File: src/b64e_pkg.sv
// Shared types and constants for the Base64 stream encoder.
// Holds the queued group record and the sextet-to-character function.
// No dependencies.
package b64e_pkg;

   // Character emitted in place of a missing sextet.
   localparam logic [7:0] PadChar = 8'h3D;

   // Index of the last character of a group.
   localparam logic [1:0] LastIdx = 2'd3;

   // Number of entries in the queue between the front and the back.
   localparam int QueueDepth = 2;

   // One group of up to three bytes, with the count of real bytes (1 to 3).
   typedef struct packed {
      logic [7:0] b0;
      logic [7:0] b1;
      logic [7:0] b2;
      logic [1:0] present;
   } group_type;

   // Queue status as seen by the producer.
   typedef struct packed {
      logic full;
      logic empty;
   } queue_status_type;

   // Maps a sextet to its character in the standard alphabet.
   function automatic logic [7:0] sextet_char(input logic [5:0] v);
      logic [7:0] c;
      begin
         if (v < 6'd26) begin
            c = 8'h41 + {2'b00, v};
         end else if (v < 6'd52) begin
            c = 8'h61 + {2'b00, v - 6'd26};
         end else if (v < 6'd62) begin
            c = 8'h30 + {2'b00, v - 6'd52};
         end else if (v == 6'd62) begin
            c = 8'h2B;
         end else begin
            c = 8'h2F;
         end
         return c;
      end
   endfunction

endpackage

File: src/b64e_front.sv
// Front part of the Base64 encoder: accepts request bytes and builds groups.
// Holds up to two bytes and pushes a finished group into the queue.
// Depends on b64e_pkg.
module b64e_front (
   input  logic                        clock,
   input  logic                        reset,
   input  logic                        req_valid,
   output logic                        req_stall,
   input  logic [7:0]                  req_data_byte,
   input  logic                        req_is_final,
   input  b64e_pkg::queue_status_type  q_status,
   output logic                        q_push,
   output b64e_pkg::group_type         q_group
);

   logic [7:0] held0_ff, held0_in;
   logic [7:0] held1_ff, held1_in;
   logic [1:0] held_count_ff, held_count_in;
   logic [1:0] cnt;
   logic       accept;
   logic       closes;

   // Stall whenever the queue cannot take another group.
   assign req_stall = q_status.full;
   assign accept    = req_valid && !req_stall;

   // A count of three cannot happen; treat it as two.
   assign cnt    = (held_count_ff == 2'd3) ? 2'd2 : held_count_ff;
   assign closes = (cnt == 2'd2) || req_is_final;
   assign q_push = accept && closes;

   // Assemble the group from held bytes and the incoming byte.
   always_comb begin
      q_group.b0      = (cnt == 2'd0) ? req_data_byte : held0_ff;
      q_group.b1      = (cnt == 2'd1) ? req_data_byte :
                        ((cnt == 2'd2) ? held1_ff : 8'd0);
      q_group.b2      = (cnt == 2'd2) ? req_data_byte : 8'd0;
      q_group.present = cnt + 2'd1;
   end

   // Store the byte while the group is still open.
   always_comb begin
      held0_in      = held0_ff;
      held1_in      = held1_ff;
      held_count_in = held_count_ff;
      if (accept) begin
         if (closes) begin
            held_count_in = 2'd0;
         end else begin
            held_count_in = cnt + 2'd1;
            if (cnt == 2'd0) begin
               held0_in = req_data_byte;
            end else begin
               held1_in = req_data_byte;
            end
         end
      end
   end

   always_ff @(posedge clock) begin
      held0_ff <= held0_in;
      held1_ff <= held1_in;
      if (reset) begin
         held_count_ff <= 2'd0;
      end else begin
         held_count_ff <= held_count_in;
      end
   end

endmodule

File: src/b64e_queue.sv
// Short queue of finished groups between the front and the back.
// Two entries with read and write pointers and a fill count.
// Depends on b64e_pkg.
module b64e_queue (
   input  logic                        clock,
   input  logic                        reset,
   input  logic                        push,
   input  b64e_pkg::group_type         push_group,
   output b64e_pkg::queue_status_type  status,
   input  logic                        pop,
   output b64e_pkg::group_type         head
);

   localparam int PtrW = $clog2(b64e_pkg::QueueDepth);
   localparam int CntW = $clog2(b64e_pkg::QueueDepth + 1);

   b64e_pkg::group_type entry_ff [b64e_pkg::QueueDepth];
   logic [PtrW-1:0] wr_ptr_ff, wr_ptr_in;
   logic [PtrW-1:0] rd_ptr_ff, rd_ptr_in;
   logic [CntW-1:0] fill_ff, fill_in;
   logic            do_push;
   logic            do_pop;

   assign status.full  = (fill_ff == CntW'(b64e_pkg::QueueDepth));
   assign status.empty = (fill_ff == '0);
   assign head         = entry_ff[rd_ptr_ff];

   assign do_push = push && !status.full;
   assign do_pop  = pop && !status.empty;

   // Pointer and fill count update.
   always_comb begin
      wr_ptr_in = wr_ptr_ff;
      rd_ptr_in = rd_ptr_ff;
      fill_in   = fill_ff;
      if (do_push) begin
         wr_ptr_in = (wr_ptr_ff == PtrW'(b64e_pkg::QueueDepth - 1)) ? '0 : wr_ptr_ff + 1'b1;
      end
      if (do_pop) begin
         rd_ptr_in = (rd_ptr_ff == PtrW'(b64e_pkg::QueueDepth - 1)) ? '0 : rd_ptr_ff + 1'b1;
      end
      if (do_push && !do_pop) begin
         fill_in = fill_ff + 1'b1;
      end else if (do_pop && !do_push) begin
         fill_in = fill_ff - 1'b1;
      end
   end

   always_ff @(posedge clock) begin
      if (do_push) begin
         entry_ff[wr_ptr_ff] <= push_group;
      end
      if (reset) begin
         wr_ptr_ff <= '0;
         rd_ptr_ff <= '0;
         fill_ff   <= '0;
      end else begin
         wr_ptr_ff <= wr_ptr_in;
         rd_ptr_ff <= rd_ptr_in;
         fill_ff   <= fill_in;
      end
   end

endmodule

File: src/b64e_back.sv
// Back part of the Base64 encoder: turns each queued group into four characters.
// Walks a character index and drives the registered response channel.
// Depends on b64e_pkg.
module b64e_back (
   input  logic                        clock,
   input  logic                        reset,
   input  b64e_pkg::queue_status_type  q_status,
   input  b64e_pkg::group_type         q_head,
   output logic                        q_pop,
   output logic                        rsp_valid,
   input  logic                        rsp_stall,
   output logic [7:0]                  rsp_out_char,
   output logic                        rsp_group_end
);

   b64e_pkg::group_type group_ff, group_in;
   logic       busy_ff, busy_in;
   logic [1:0] idx_ff, idx_in;
   logic       rsp_valid_ff, rsp_valid_in;
   logic [7:0] out_char_ff, out_char_in;
   logic       group_end_ff, group_end_in;
   logic       can_load;
   logic       load;
   logic       last_load;
   logic [5:0] sextet;
   logic       is_pad;

   // The output register can take a character when empty or being drained.
   assign can_load  = !rsp_valid_ff || !rsp_stall;
   assign load      = busy_ff && can_load;
   assign last_load = load && (idx_ff == b64e_pkg::LastIdx);
   assign q_pop     = !q_status.empty && (!busy_ff || last_load);

   // Select the sextet for the current character index.
   always_comb begin
      case (idx_ff)
         2'd0: sextet = group_ff.b0[7:2];
         2'd1: sextet = {group_ff.b0[1:0], group_ff.b1[7:4]};
         2'd2: sextet = {group_ff.b1[3:0], group_ff.b2[7:6]};
         2'd3: sextet = group_ff.b2[5:0];
         default: sextet = '0;
      endcase
   end

   // Positions past the real bytes plus one are padding.
   assign is_pad = ({1'b0, idx_ff} > {1'b0, group_ff.present});

   // Group sequencing and output register next values.
   always_comb begin
      group_in     = group_ff;
      busy_in      = busy_ff;
      idx_in       = idx_ff;
      rsp_valid_in = rsp_valid_ff;
      out_char_in  = out_char_ff;
      group_end_in = group_end_ff;
      if (load) begin
         rsp_valid_in = 1'b1;
         out_char_in  = is_pad ? b64e_pkg::PadChar : b64e_pkg::sextet_char(sextet);
         group_end_in = (idx_ff == b64e_pkg::LastIdx);
         idx_in       = idx_ff + 2'd1;
      end else if (can_load) begin
         rsp_valid_in = 1'b0;
      end
      if (q_pop) begin
         group_in = q_head;
         busy_in  = 1'b1;
         idx_in   = 2'd0;
      end else if (last_load) begin
         busy_in = 1'b0;
      end
   end

   always_ff @(posedge clock) begin
      group_ff     <= group_in;
      out_char_ff  <= out_char_in;
      group_end_ff <= group_end_in;
      if (reset) begin
         busy_ff      <= 1'b0;
         idx_ff       <= 2'd0;
         rsp_valid_ff <= 1'b0;
      end else begin
         busy_ff      <= busy_in;
         idx_ff       <= idx_in;
         rsp_valid_ff <= rsp_valid_in;
      end
   end

   assign rsp_valid     = rsp_valid_ff;
   assign rsp_out_char  = out_char_ff;
   assign rsp_group_end = group_end_ff;

   // The fourth character of a group always carries the group end mark.
   a_end_on_last: assert property (@(posedge clock) disable iff (reset)
      last_load |=> (rsp_valid_ff && group_end_ff))
      else $error("group end missing on last character");

   // The first two characters of a group are never padding.
   a_no_early_pad: assert property (@(posedge clock) disable iff (reset)
      (load && (idx_ff == 2'd0 || idx_ff == 2'd1)) |=>
      (out_char_ff != b64e_pkg::PadChar))
      else $error("pad in first two characters");

   // The unit only goes idle right after emitting the last character.
   a_idle_after_last: assert property (@(posedge clock) disable iff (reset)
      $fell(busy_ff) |-> $past(last_load))
      else $error("group dropped before its last character");

endmodule

File: src/base64_stream_encoder_unit.sv
// Base64 stream encoder top level (standard alphabet, '=' padding).
// Instantiates b64e_front, b64e_queue and b64e_back; depends on b64e_pkg.
//
// Usage:
//   Request channel: one raw byte per request with an end-of-message flag.
//   A byte is taken at a clock edge with req_valid high and req_stall low.
//   Response channel: one ASCII character per beat; rsp_group_end marks the
//   fourth character of each group. The sender holds a beat while stalled.
//   Every three bytes, or the last byte of a message, produce four characters;
//   a short group ends in one or two '=' pads. Empty messages produce nothing.
// Path: a closing byte's group is written into the queue, then loaded into
//   the back end's group register; characters leave via the output register.
// Throughput: the back end emits one character per cycle while the receiver
//   does not stall and a group is waiting. A two-group queue lets the front
//   keep taking bytes while the back end drains.
// Stall: when the receiver stalls, the output register holds its character;
//   once the queue fills, req_stall rises until a group leaves it.
// Reset: synchronous, active high; clears the held byte count, the queue and
//   the output valid. No clearing pass is needed.
module base64_stream_encoder_unit (
   input  logic       clock,
   input  logic       reset,
   input  logic       req_valid,
   output logic       req_stall,
   input  logic [7:0] req_data_byte,
   input  logic       req_is_final,
   output logic       rsp_valid,
   input  logic       rsp_stall,
   output logic [7:0] rsp_out_char,
   output logic       rsp_group_end
);

   b64e_pkg::queue_status_type q_status;
   b64e_pkg::group_type        push_group;
   b64e_pkg::group_type        head_group;
   logic                       q_push;
   logic                       q_pop;

   // Front: byte collection and grouping.
   b64e_front u_front (
      .clock         (clock),
      .reset         (reset),
      .req_valid     (req_valid),
      .req_stall     (req_stall),
      .req_data_byte (req_data_byte),
      .req_is_final  (req_is_final),
      .q_status      (q_status),
      .q_push        (q_push),
      .q_group       (push_group)
   );

   // Group queue between the two halves.
   b64e_queue u_queue (
      .clock      (clock),
      .reset      (reset),
      .push       (q_push),
      .push_group (push_group),
      .status     (q_status),
      .pop        (q_pop),
      .head       (head_group)
   );

   // Back: character generation and response register.
   b64e_back u_back (
      .clock         (clock),
      .reset         (reset),
      .q_status      (q_status),
      .q_head        (head_group),
      .q_pop         (q_pop),
      .rsp_valid     (rsp_valid),
      .rsp_stall     (rsp_stall),
      .rsp_out_char  (rsp_out_char),
      .rsp_group_end (rsp_group_end)
   );

endmodule

File: config.mk
export PLATFORM = sky130hd
export DESIGN_NAME = base64_stream_encoder_unit
export DESIGN_NICKNAME = d
export VERILOG_FILES = /design/src/b64e_pkg.sv /design/src/b64e_front.sv /design/src/b64e_queue.sv /design/src/b64e_back.sv /design/src/base64_stream_encoder_unit.sv
export SDC_FILE = /design/constraint.sdc
export NUM_CORES = 1
export LEC_CHECK = 0
export ABC_AREA = 1
export BUFFER_PORTS_ARGS = -buffer_cell sky130_fd_sc_hd__buf_2
export CORE_MARGIN = 2
export CORE_UTILIZATION = 30
export CTS_CLUSTER_DIAMETER = 30
export CTS_CLUSTER_SIZE = 12
export DETAILED_ROUTE_END_ITERATION = 16
export GPL_ROUTABILITY_DRIVEN = 0
export GPL_TIMING_DRIVEN = 1
export HOLD_SLACK_MARGIN = 0.15
export MAX_ROUTING_LAYER = met4
export SLEW_MARGIN = 20
export SYNTH_ARGS = -nofsm -noshare
export SYNTH_HDL_FRONTEND = slang
export SYNTH_SLANG_ARGS = --single-unit
File: constraint.sdc
create_clock -name clock -period 4.7 [get_ports clock]
set_input_delay 0.235 -clock clock [delete_from_list [all_inputs] [get_ports clock]]
set_output_delay 0.235 -clock clock [all_outputs]
set_load 0.01 [all_outputs]
==> results of run 1 <==
==> placed cells by master (no fill, tap or decap), types with 3 or more instances in the layout <==
cell and n:
sky130_fd_sc_hd__clkbuf_1 4, sky130_fd_sc_hd__nand2_2 7, sky130_fd_sc_hd__dlygate4sd3_1 10, sky130_fd_sc_hd__clkbuf_16 17, sky130_fd_sc_hd__ha_1 14, sky130_fd_sc_hd__xor2_1 5
sky130_fd_sc_hd__nor2_1 26, sky130_fd_sc_hd__nor2_2 8, sky130_fd_sc_hd__nand2_4 4, sky130_fd_sc_hd__nand2_1 163, sky130_fd_sc_hd__inv_1 46, sky130_fd_sc_hd__edfxtp_1 103
sky130_fd_sc_hd__a21oi_1 13, sky130_fd_sc_hd__o21bai_4 3, sky130_fd_sc_hd__nor2_4 3, sky130_fd_sc_hd__buf_4 4, sky130_fd_sc_hd__buf_2 23, sky130_fd_sc_hd__dfxtp_1 10
sky130_fd_sc_hd__o21ai_0 27, sky130_fd_sc_hd__nand3_1 17, sky130_fd_sc_hd__clkinv_2 4, sky130_fd_sc_hd__inv_2 4
==> per-layer routing <==
layer / track usage / share of wire / wire length [microns] / vias to the layer above
li1: - / - / - / 1665
met1: 0.152 / 0.46 / 4510 / 1505
met5: - / 0 / 0 / -
met2: 0.192 / 0.47 / 4590 / 79
met4: 0.0538 / 0.015 / 142 / 0
met3: 0.0344 / 0.049 / 479 / 14
==> final timing paths <==
| kind | from | to | slack (ns) |
|---|---|---|---|
| setup / recovery | u_back.idx_ff[0] | u_back.rsp_out_char[5] | 2.09 |
| hold / removal | req_is_final | u_front.held_count_ff[0] | 0.19 |
| setup reg to reg | u_back.idx_ff[0] | u_back.rsp_out_char[5] | 2.09 |
| hold reg to reg | u_queue.entry_ff[0][8] | u_back.group_ff[8] | 0.51 |
==> power by group through the flow <==
stage	Clock, mW	Combinational, mW	Sequential, mW
CTS	1.23	1.52	1.52
global route	1.27	1.75	1.54
floorplan	0	1.14	1.54
global placement	0	1.47	1.53
finish	1.21	1.51	1.51
detailed placement	0	1.50	1.54
==> Yosys cell counts <==
cell type and n:
sky130_fd_sc_hd__xor2_1 5, sky130_fd_sc_hd__nor2_4 3, sky130_fd_sc_hd__nand3b_1 1, sky130_fd_sc_hd__nand4_1 1, sky130_fd_sc_hd__a22o_1 1, sky130_fd_sc_hd__nand2_2 7, sky130_fd_sc_hd__ha_1 14, sky130_fd_sc_hd__inv_2 4
sky130_fd_sc_hd__buf_8 1, sky130_fd_sc_hd__nor2_1 28, sky130_fd_sc_hd__dfxtp_1 10, sky130_fd_sc_hd__o21ai_1 2, sky130_fd_sc_hd__or2_4 1, sky130_fd_sc_hd__buf_1 1, sky130_fd_sc_hd__o21bai_1 2, sky130_fd_sc_hd__nand3_1 17
sky130_fd_sc_hd__o22ai_4 1, sky130_fd_sc_hd__nand2_1 163, sky130_fd_sc_hd__a21oi_1 14, sky130_fd_sc_hd__edfxtp_1 103, sky130_fd_sc_hd__clkbuf_1 7, sky130_fd_sc_hd__nor3b_2 1, sky130_fd_sc_hd__o21ai_0 27, sky130_fd_sc_hd__inv_1 46
sky130_fd_sc_hd__nor2_2 6, sky130_fd_sc_hd__clkinv_1 1, sky130_fd_sc_hd__nand2_4 4, sky130_fd_sc_hd__a22oi_1 1, sky130_fd_sc_hd__o21bai_4 3
==> state kept, by name (all words and copies together), names as in the netlist, 2 cells and up <==
register               cells
u_front.held1_ff           8
u_back.idx_ff              2
u_queue.entry_ff          52
u_front.held_count_ff      2
u_back.rsp_out_char        8
u_front.held0_ff           8
u_queue.fill_ff            2
u_back.group_ff           26
==> cell type report <==
cell class | instances | share of cell area
clock inverter | 11 | 0.0190
clock buffer | 21 | 0.0721
sequential | 113 | 0.539
tap | 220 | 0.0451
inverter | 51 | 0.0313
timing repair buffer | 37 | 0.0401
multi-input combinational | 302 | 0.253
==> critical path, stage by stage, from the launching register on <==
cell and delay, ns:
sky130_fd_sc_hd__dfxtp_1 0.38, sky130_fd_sc_hd__inv_1 0.11, sky130_fd_sc_hd__ha_1 0.24, sky130_fd_sc_hd__inv_2 0.22
sky130_fd_sc_hd__nand2_1 0.18, sky130_fd_sc_hd__o21bai_4 0.27, sky130_fd_sc_hd__ha_1 0.18, sky130_fd_sc_hd__inv_1 0.06
sky130_fd_sc_hd__xor2_1 0.16, sky130_fd_sc_hd__ha_1 0.29, sky130_fd_sc_hd__nand3_1 0.07, sky130_fd_sc_hd__nand2_1 0.07
sky130_fd_sc_hd__inv_1 0.04, sky130_fd_sc_hd__nand2_1 0.05, sky130_fd_sc_hd__nand2_1 0.04
==> kinds of logic (layout without fill, tap and decap cells) <==
| family | count (synthesis) | count (layout) | synth area share |
|---|---|---|---|
| AND/OR/NAND/NOR | 232 | 232 | 0.197 |
| flip-flops | 113 | 113 | 0.650 |
| buffers and inverters | 60 | 120 | 0.0467 |
| AO/OA/AOI/OAI | 51 | 51 | 0.0637 |
| adder cells (fa/ha/maj) | 14 | 14 | 0.0346 |
| XOR/XNOR | 5 | 5 | 0.00864 |
==> per-stage QoR <==
step	util	hold WS [ns]	instances	cell area [sq um]
CTS	0.370	0.169	755	6110
global placement	0.330	0.447	713	5450
finish	0.370	0.192	755	6110
global route	0.370	0.189	755	6110
floorplan	-	0.304	475	5070
detailed placement	0.330	0.455	713	5450
==> metrics.cfg, run 1 <==
[timing]
slew-limit-headroom=0.367
setup_repair_after_global_routing_missed_its_margin=false
final_critical_path_setup_slack_ns=2.09
maximum_clock_frequency_mhz=383
tns_ns=0
finalCriticalPeriod_ns=2.61
hold_viol_final=0
fin_worst_skew_ns=0.00984
pins_over_their_slew_limit=0
slew_at_the_pin_closest_to_its_max_slew_limit_ns=0.940
setup-violations-final=0
finalCritPeriodShare=0.555

[synth]
yosys_register_bits=113
netlist_area_sq_um=5070
yosys_warnings=0
yosysTopAreaCell=sky130_fd_sc_hd__edfxtp_1
synth_cell_types=29
yosysTopAreaCellShare=0.610
synth.area.top_cells=sky130_fd_sc_hd__edfxtp_1 (61%), sky130_fd_sc_hd__nand2_1 (12%), sky130_fd_sc_hd__dfxtp_1 (3.9%)
postSynthAreaPerCell_sq_um=10.7
post_synth_inst_count=475
mappedNetlistNets=502
synth-seq-area-share=0.650

[clock_tree]
tritoncts=built
clock_tree.htree_level_count=4
cts_resized=0
clk_transition_reported_paths_ns=0.05
clock_tree.root_cell=sky130_fd_sc_hd__clkbuf_16
insertion_delay_ns=0.41
clockBufferDepth=2
cts_setup_buffers=0
cts_buffer_count=17
cts_hold_buf=10
cts_num_sinks=113

[drt]
first_iter_violations=296
routed-via-count=3263
ant_nets=0
number_of_detailed_route_iterations_in_the_first_pass=5
wire_per_inst_microns=12.9
finalWirelength_microns=9720
post_drt_via_cell_ratio=4.32
residual_drc=0

[global_route]
grt_use_total=0.124
antenna_violations_before_repair=0
grt.overflow.total=0
grt_pass1_vias=3310
grt_start_max_net_pins=31
grt_pass1_wl_microns=16400

[job]
max_cap_violations=0

[critical_path]
worst-endpoint-required_ns=4.86
crit_fanout=11
setup.worst_path.start_class=register
critical_path.endpoint_type=register
wp_data_arrival_ns=2.76
timing.reg2reg.worst_path_depth=14
path_class=register to register

[cells_and_area]
post_layout_nets=549
fillers=1564
antenna_cells_inserted=0
post_route_cells_drive_above_1_share=0.163
seq_area_sq_um=3290
multi_input_gate_area_in_the_final_layout_sq_um=1550
area.growth.synth_to_final_pct=20.5

[hold_path]
hold_path.class=primary input to register
holdPathStages=4

[floorplan]
fp.dieArea_sq_um=18000
floorplan.core_area_sq_um=16500
dieWidth_microns=134
overall_die_height_microns=134
io_pins=24
starting_density=0.307
placement_rows=47

[pwr]
pwr-share-clk=0.285
vdd.ir_drop.worst_v=0.000285
seq_power_share=0.358
pwr-share-comb=0.357
power_switching_share=0.354
power.leakage_nw=2.50
cell_internal_pwr_mw=2.74
p_sw_mw=1.50
cellPowerDensity_nw_per_um2=693
fin_total_pwr_mw=4.23

[run_status]
outcome=complete, no violations

[place]
pre_cts_slack_ns=2.11
placement.io_buffers=23
dpl.hpwl_microns=6820

Note: power is estimated with default switching activity, not from simulation.
==> inputs of run 2 (changes only) <==
Clock period 4.7 ns to 2.2 ns, I/O delays scaled along.
==> run 2 against run 1 <==
Sequential power up 120%; flip-flop and latch count unchanged; global-route usage up 0.71 points; total power up 140%; clock skew up 0.0020 ns.
==> metrics.cfg, run 2 (same netlist as run 1, synthesis figures left out) <==
[floorplan]
dieWidth_microns=134  ; unchanged
io_pins=24  ; unchanged
fp.dieArea_sq_um=18000  ; unchanged
starting_density=0.307  ; unchanged
floorplan.core_area_sq_um=16500  ; unchanged
placement_rows=47  ; unchanged
overall_die_height_microns=134  ; unchanged

[cells_and_area]
post_layout_nets=577  ; +5.1%
top_flop_regs=u_queue.entry_ff: 52 flops, u_back.group_ff: 26 flops
flip_flop_count_of_the_largest_register_all_copies_and_words_added=52  ; unchanged
layout_commonest_cell=sky130_fd_sc_hd__nand2_1
antenna_cells_inserted=0  ; unchanged
largest_register=u_queue.entry_ff
fillers=1541  ; -1.5%
post_route_cells_drive_above_1_share=0.243  ; +0.0807
stdcell_count=783  ; +3.7%
area.growth.synth_to_final_pct=29.8
fin_area_sq_um=6580  ; +7.7%
most-common-layout-cells=sky130_fd_sc_hd__nand2_1 (161), sky130_fd_sc_hd__edfxtp_1 (103), sky130_fd_sc_hd__inv_1 (43), sky130_fd_sc_hd__buf_4 (28), sky130_fd_sc_hd__o21ai_0 (26)

[drt]
post_drt_via_cell_ratio=4.39  ; +1.5%
wire_per_inst_microns=13.5  ; +5.1%
number_of_detailed_route_iterations_in_the_first_pass=5  ; unchanged
ant_nets=0  ; unchanged
residual_drc=0  ; unchanged
routed-via-count=3436  ; +5.3%
first_iter_violations=198  ; -33%
finalWirelength_microns=10600  ; +9.0%

[pwr]
cellPowerDensity_nw_per_um2=1540  ; +120%
pwr-share-comb=0.387  ; +0.030
cell_internal_pwr_mw=6.61  ; +140%
seq_power_share=0.324  ; -0.034
pwr-share-clk=0.289  ; +0.004
power.leakage_nw=2.69  ; +7.7%
p_sw_mw=3.52  ; +130%
power_switching_share=0.347  ; -0.00678
vdd.ir_drop.worst_v=0.000709  ; +150%
fin_total_pwr_mw=10.1  ; +140%

[place]
dpl.hpwl_microns=7040  ; +3.2%
dpl_cell_area_sq_um=5680  ; +4.1%
number_of_placed_cells_counting_well_taps=736  ; +3.2%
placement.io_buffers=23  ; unchanged

[timing]
maximum_clock_frequency_mhz=457  ; +19%
setup_repair_after_global_routing_missed_its_margin=true
slew-limit-headroom=0.665  ; +0.298
tns_ns=0  ; unchanged
slew_at_the_pin_closest_to_its_max_slew_limit_ns=0.499  ; -0.441 ns
finalCritPeriodShare=0.995  ; +0.440
setup-violations-final=0  ; unchanged
hold_viol_final=0  ; unchanged
pins_over_their_slew_limit=0  ; unchanged
fin_worst_skew_ns=0.0118  ; +0.00199 ns
finalCriticalPeriod_ns=2.19  ; -0.419 ns

[clock_tree]
tritoncts=built
clockBufferDepth=2  ; unchanged
cts_buffer_count=17  ; unchanged
cts_num_sinks=113  ; unchanged
clk_transition_reported_paths_ns=0.05  ; about the same
clock_tree.root_cell=sky130_fd_sc_hd__clkbuf_16
clock_tree.htree_level_count=4  ; unchanged
insertion_delay_ns=0.41  ; about the same

[critical_path]
setup.worst_path.start_class=register
crit_fanout=5  ; -6
critical_path.endpoint_type=register
worst-endpoint-required_ns=2.36  ; -2.50 ns
timing.reg2reg.worst_path_depth=15  ; +1
path_class=register to register
wp_data_arrival_ns=2.35  ; -0.41 ns

[hold_path]
hold_path.class=primary input to register
holdPathStages=4  ; unchanged

[global_route]
grt_pass1_vias=3604  ; +8.9%
grt.overflow.total=0  ; unchanged
grt_use_total=0.131  ; +0.00708
grt_pass1_wl_microns=17600  ; +7.1%
grt_start_max_net_pins=30  ; -3.2%
antenna_violations_before_repair=0  ; unchanged

[job]
max_cap_violations=0  ; unchanged

[run_status]
outcome=complete, no violations

## run 2: cell type report
class                           instances  area, sq um  area share
Multi-Input combinational cell        302         1670       0.254
Tap cell                              220          275      0.0418
Timing Repair Buffer                   65          495      0.0753
Inverter                               51          204      0.0310
Clock inverter                          9          156      0.0238
Clock buffer                           23          478      0.0726
Sequential cell                       113         3300       0.502
## run 2: final timing paths
check	start	to	slack, ns
hold / removal	req_valid	u_front.held_count_ff[1]	0.24
setup reg to reg	u_back.idx_ff[0]	u_back.rsp_out_char[5]	0.01
setup / recovery	u_back.idx_ff[0]	u_back.rsp_out_char[5]	0.01
hold reg to reg	u_back.busy_ff	u_back.rsp_valid	0.49
## run 2: repair_timing
item / 4_1_cts / 5_1_grt
pin swaps: 8 / 6
endpoints found under the setup margin: 5 / 6
hold endpoints to repair: 33 / 0
hold buffers: 11 / 0
resized for setup: 20 / 11
buffers inserted: 2 / 2
## run 2: power groups by stage
stage / sequential, mW / clock (mW) / combinational (mW)
after floorplan: 3.29 / 0 / 2.47
after global placement: 3.30 / 0 / 3.48
after detailed placement: 3.31 / 0 / 3.57
after CTS: 3.28 / 2.99 / 3.74
after global routing: 3.32 / 3.08 / 4.42
final: 3.28 / 2.93 / 3.92
## run 2: metal layers
| layer | vias up | wire, microns | global-route usage |
|---|---|---|---|
| li1 | 1732 | - | - |
| met1 | 1623 | 4970 | 0.157 |
| met2 | 66 | 5140 | 0.213 |
| met3 | 15 | 329 | 0.0374 |
| met4 | 0 | 167 | 0.0420 |
| met5 | - | 0 | - |
## run 2: metrics by stage
stage	hold WS, ns	utilization	setup slack, ns
detailed placement	0.328	0.344	-0.0818
finish	0.241	0.398	0.0106
CTS	0.305	0.394	0.00411
global route	0.270	0.398	-0.0965
global placement	0.325	0.344	0.0186
floorplan	0.179	-	-0.0544
## run 2: critical path, cell delays in order, from the launching register on
cell                       delay (ns)
sky130_fd_sc_hd__dfxtp_4         0.36
sky130_fd_sc_hd__inv_4           0.08
sky130_fd_sc_hd__ha_4            0.16
sky130_fd_sc_hd__inv_6           0.05
sky130_fd_sc_hd__buf_12          0.12
sky130_fd_sc_hd__nor2_4          0.08
sky130_fd_sc_hd__o21bai_4        0.16
sky130_fd_sc_hd__ha_4            0.16
sky130_fd_sc_hd__inv_2           0.04
sky130_fd_sc_hd__xor2_1          0.15
sky130_fd_sc_hd__ha_1            0.28
sky130_fd_sc_hd__nand3_1         0.08
sky130_fd_sc_hd__nand2_1         0.08
sky130_fd_sc_hd__inv_1           0.04
sky130_fd_sc_hd__nand2_1         0.06
sky130_fd_sc_hd__nand2_1         0.04
==> inputs of run 3 (changes only) <==
Settings changed: SYNTH_HIERARCHICAL from default to 1.
==> run 3 against run 2 <==
Synthesized area up 7.7%; clock power down 3%; utilization down 1.4 points; maximum frequency up 2.6%; hold slack better by 0.22 ns; largest power group unchanged; register-to-register slack better by 0.06 ns; clock skew up 0.00086 ns; count of clock-buffer cells in the layout down 5; first-iteration DRC count down 10%; combinational power up 13%; global-route usage down 2.1 points; critical path depth down 1.
==> metrics.cfg, run 3 <==
[global_route]
grt_start_max_net_pins=28  ; -6.7%
grt.overflow.total=0  ; unchanged
grt_pass1_wl_microns=16200  ; -7.8%
grt_pass1_vias=3402  ; -5.6%
antenna_violations_before_repair=0  ; unchanged
grt_use_total=0.110  ; -0.0207

[clock_tree]
clk_transition_reported_paths_ns=0.05  ; about the same
tritoncts=built
insertion_delay_ns=0.41  ; about the same
cts_num_sinks=114  ; +0.88%
clock_tree.root_cell=sky130_fd_sc_hd__clkbuf_16
clock_tree.htree_level_count=4  ; unchanged
clockBufferDepth=2  ; unchanged
cts_buffer_count=17  ; unchanged

[synth]
synth-edff-count=103  ; unchanged
ys_dominant_reg_cell=sky130_fd_sc_hd__edfxtp_1
yosysTopAreaCellShare=0.567  ; -0.0434
post_synth_inst_count=441  ; -7.2%
synth.area.top_cells=sky130_fd_sc_hd__edfxtp_1 (57%), sky130_fd_sc_hd__nand2_1 (7.2%), sky130_fd_sc_hd__mux2_4 (5.5%)
synth_most_common_cell=sky130_fd_sc_hd__nand2_1
synthTopCellsByCount=sky130_fd_sc_hd__nand2_1 (105), sky130_fd_sc_hd__edfxtp_1 (103), sky130_fd_sc_hd__inv_1 (37), sky130_fd_sc_hd__mux2_4 (20), sky130_fd_sc_hd__nand3_1 (20)
synth-seq-area-share=0.607  ; -0.0425
mappedNetlistNets=468  ; -6.8%
netlist_area_sq_um=5460  ; +7.7%
yosys_register_bits=114  ; +0.88%
synth_cell_types=43  ; +48%
yosys_warnings=6  ; +6
postSynthAreaPerCell_sq_um=12.4  ; +16%
yosysTopAreaCell=sky130_fd_sc_hd__edfxtp_1
fraction_of_synthesis_flops_using_an_asynchronous_set_or_reset_pin=0  ; unchanged

[hold_path]
hold_path.class=primary input to register

[place]
pre_cts_slack_ns=-0.0492  ; +0.0326 ns
dpl_cell_area_sq_um=5970  ; +5.2%
dpl.hpwl_microns=7080  ; +0.63%
number_of_placed_cells_counting_well_taps=708  ; -3.8%
placement.io_buffers=23  ; unchanged

[floorplan]
fp.dieArea_sq_um=19300  ; +7.4%
io_pins=24  ; unchanged
floorplan.core_area_sq_um=17900  ; +8.3%
dieWidth_microns=139  ; +3.6%
overall_die_height_microns=139  ; +3.6%
starting_density=0.305  ; -0.00194
placement_rows=49  ; +4.3%

[critical_path]
critical_path.endpoint_type=register
critical_path.cell_chain=inv_6 > ha_4 > inv_8 > nand2_4 > o21bai_4 > ha_4 > inv_4 > xor2_1 > ha_1 > nand3_1 > nand2_1 > inv_1 > nand2_1 > nand2_1
worst_path_dominant_cell_family=adder cells
cp.buffers_inverters=4  ; -1
crit_fanout=7  ; +2
worst-endpoint-required_ns=2.36  ; about the same
slowest_stage=sky130_fd_sc_hd__dfxtp_4
critPathMaxStageDelay_ns=0.41  ; +0.05 ns
setup.worst_path.start_class=register
most_frequent_cell_on_the_critical_path=sky130_fd_sc_hd__nand2_1
wp_data_arrival_ns=2.30  ; -0.05 ns
path_class=register to register

[cells_and_area]
flip_flop_count_of_the_largest_register_all_copies_and_words_added=52  ; unchanged
post_route_cells_drive_above_1_share=0.347  ; +0.104
post_layout_nets=544  ; -5.7%
final_core_utilization=0.384  ; -0.0140
stdcell_count=759  ; -3.1%
top_flop_regs=u_queue/entry_ff: 52 flops, u_back/group_ff: 26 flops
layout_commonest_cell=sky130_fd_sc_hd__edfxtp_1
area.growth.synth_to_final_pct=26.0
largest_register=u_queue/entry_ff
antenna_cells_inserted=0  ; unchanged
most-common-layout-cells=sky130_fd_sc_hd__edfxtp_1 (103), sky130_fd_sc_hd__nand2_1 (102), sky130_fd_sc_hd__inv_1 (34), sky130_fd_sc_hd__buf_4 (25), sky130_fd_sc_hd__buf_2 (23)
fin_area_sq_um=6880  ; +4.5%

[timing]
hold_slack_ns=0.465  ; +0.224 ns
finalCritPeriodShare=0.970  ; -0.0254
maximum_clock_frequency_mhz=469  ; +2.6%
finalCriticalPeriod_ns=2.13  ; -0.0558 ns
fin_worst_skew_ns=0.0127  ; +0.000859 ns
slew_at_the_pin_closest_to_its_max_slew_limit_ns=0.455  ; -0.0443 ns
pins_over_their_slew_limit=0  ; unchanged
setup_repair_after_global_routing_missed_its_margin=true
hold_viol_final=0  ; unchanged
tns_ns=0  ; unchanged
final_critical_path_setup_slack_ns=0.0665  ; +0.0558 ns
slew-limit-headroom=0.697  ; +0.0318
setup-violations-final=0  ; unchanged

[drt]
wire_per_inst_microns=13.3  ; -2.0%
routed-via-count=3294  ; -4.1%
first_iter_violations=178  ; -10%
post_drt_via_cell_ratio=4.34  ; -1.1%
residual_drc=0  ; unchanged
ant_nets=0  ; unchanged
finalWirelength_microns=10100  ; -5.0%
number_of_detailed_route_iterations_in_the_first_pass=5  ; unchanged

[pwr]
power_switching_share=0.349  ; +0.00142
power.leakage_nw=2.73  ; +1.6%
pwr-share-clk=0.267  ; -0.022
p_sw_mw=3.70  ; +5.1%
cell_internal_pwr_mw=6.91  ; +4.5%
fin_total_pwr_mw=10.6  ; +4.7%
cellPowerDensity_nw_per_um2=1540  ; +0.17%
pwr-share-comb=0.419  ; +0.032
vdd.ir_drop.worst_v=0.000733  ; +3.5%
seq_power_share=0.314  ; -0.010

[run_status]
outcome=complete, no violations

[job]
max_cap_violations=0  ; unchanged

==> run 3: power groups by stage <==
stage / Sequential (mW) / Clock (mW) / Combinational (mW)
final: 3.33 / 2.83 / 4.44
after global routing: 3.38 / 3.01 / 4.89
after global placement: 3.35 / 0 / 4.07
after detailed placement: 3.36 / 0 / 4.17
after CTS: 3.32 / 2.91 / 4.22
after floorplan: 3.35 / 0 / 3.13
==> run 3: kinds of logic after synthesis <==
| family | after synthesis | synth area share |
|---|---|---|
| adders and majority gates | 14 | 0.0321 |
| DFF | 114 | 0.607 |
| and+or+nand+nor | 190 | 0.189 |
| AOI/OAI and AO/OA | 36 | 0.0436 |
| muxes | 26 | 0.0674 |
| xor gates and xnor gates | 5 | 0.00803 |
| buffers and inverters | 56 | 0.0527 |
==> run 3: layout make-up <==
class                   count  area, sq um
flip-flops and latches    114         3320
fillers                  1723        11000
clock buffers              18          429
well taps                 229          287
clock inverters            14          186
repair buffers             65          477
inverters                  48          208
multi-input cells         271         1970
==> run 3: what timing repair did <==
item,4_1_cts,5_1_grt
setup buffers,0,5
pin swaps,0,9
hold buffers,14,0
resized for setup,3,22
endpoints found under the setup margin,2,5
endpoints found under the hold margin,60,0
==> run 3: path summary, 6_finish.rpt <==
check                    from                     end  slack, ns  cells past startpoint
max reg2reg  u_back/idx_ff[0]  u_back/rsp_out_char[5]       0.07                     14
max          u_back/idx_ff[0]  u_back/rsp_out_char[5]       0.07                     14
min          req_data_byte[4]     u_front/held1_ff[4]       0.47                      2
min reg2reg    u_back/busy_ff        u_back/rsp_valid       0.48                      2
==> run 3: worst register-to-register path, stage by stage, from the launching register on <==
cell and delay, ns:
sky130_fd_sc_hd__dfxtp_4 0.41, sky130_fd_sc_hd__inv_6 0.06, sky130_fd_sc_hd__ha_4 0.18, sky130_fd_sc_hd__inv_8 0.10, sky130_fd_sc_hd__nand2_4 0.07, sky130_fd_sc_hd__o21bai_4 0.20
sky130_fd_sc_hd__ha_4 0.17, sky130_fd_sc_hd__inv_4 0.03, sky130_fd_sc_hd__xor2_1 0.15, sky130_fd_sc_hd__ha_1 0.28, sky130_fd_sc_hd__nand3_1 0.06, sky130_fd_sc_hd__nand2_1 0.06
sky130_fd_sc_hd__inv_1 0.04, sky130_fd_sc_hd__nand2_1 0.05, sky130_fd_sc_hd__nand2_1 0.05
==> run 3: per-layer routing <==
metal | up-vias | track usage | part of all wire
met4 | 0 | 0.0356 | 0.0092
met1 | 1559 | 0.125 | 0.45
met3 | 12 | 0.0421 | 0.038
li1 | 1654 | - | -
met5 | - | - | 0
met2 | 69 | 0.180 | 0.50
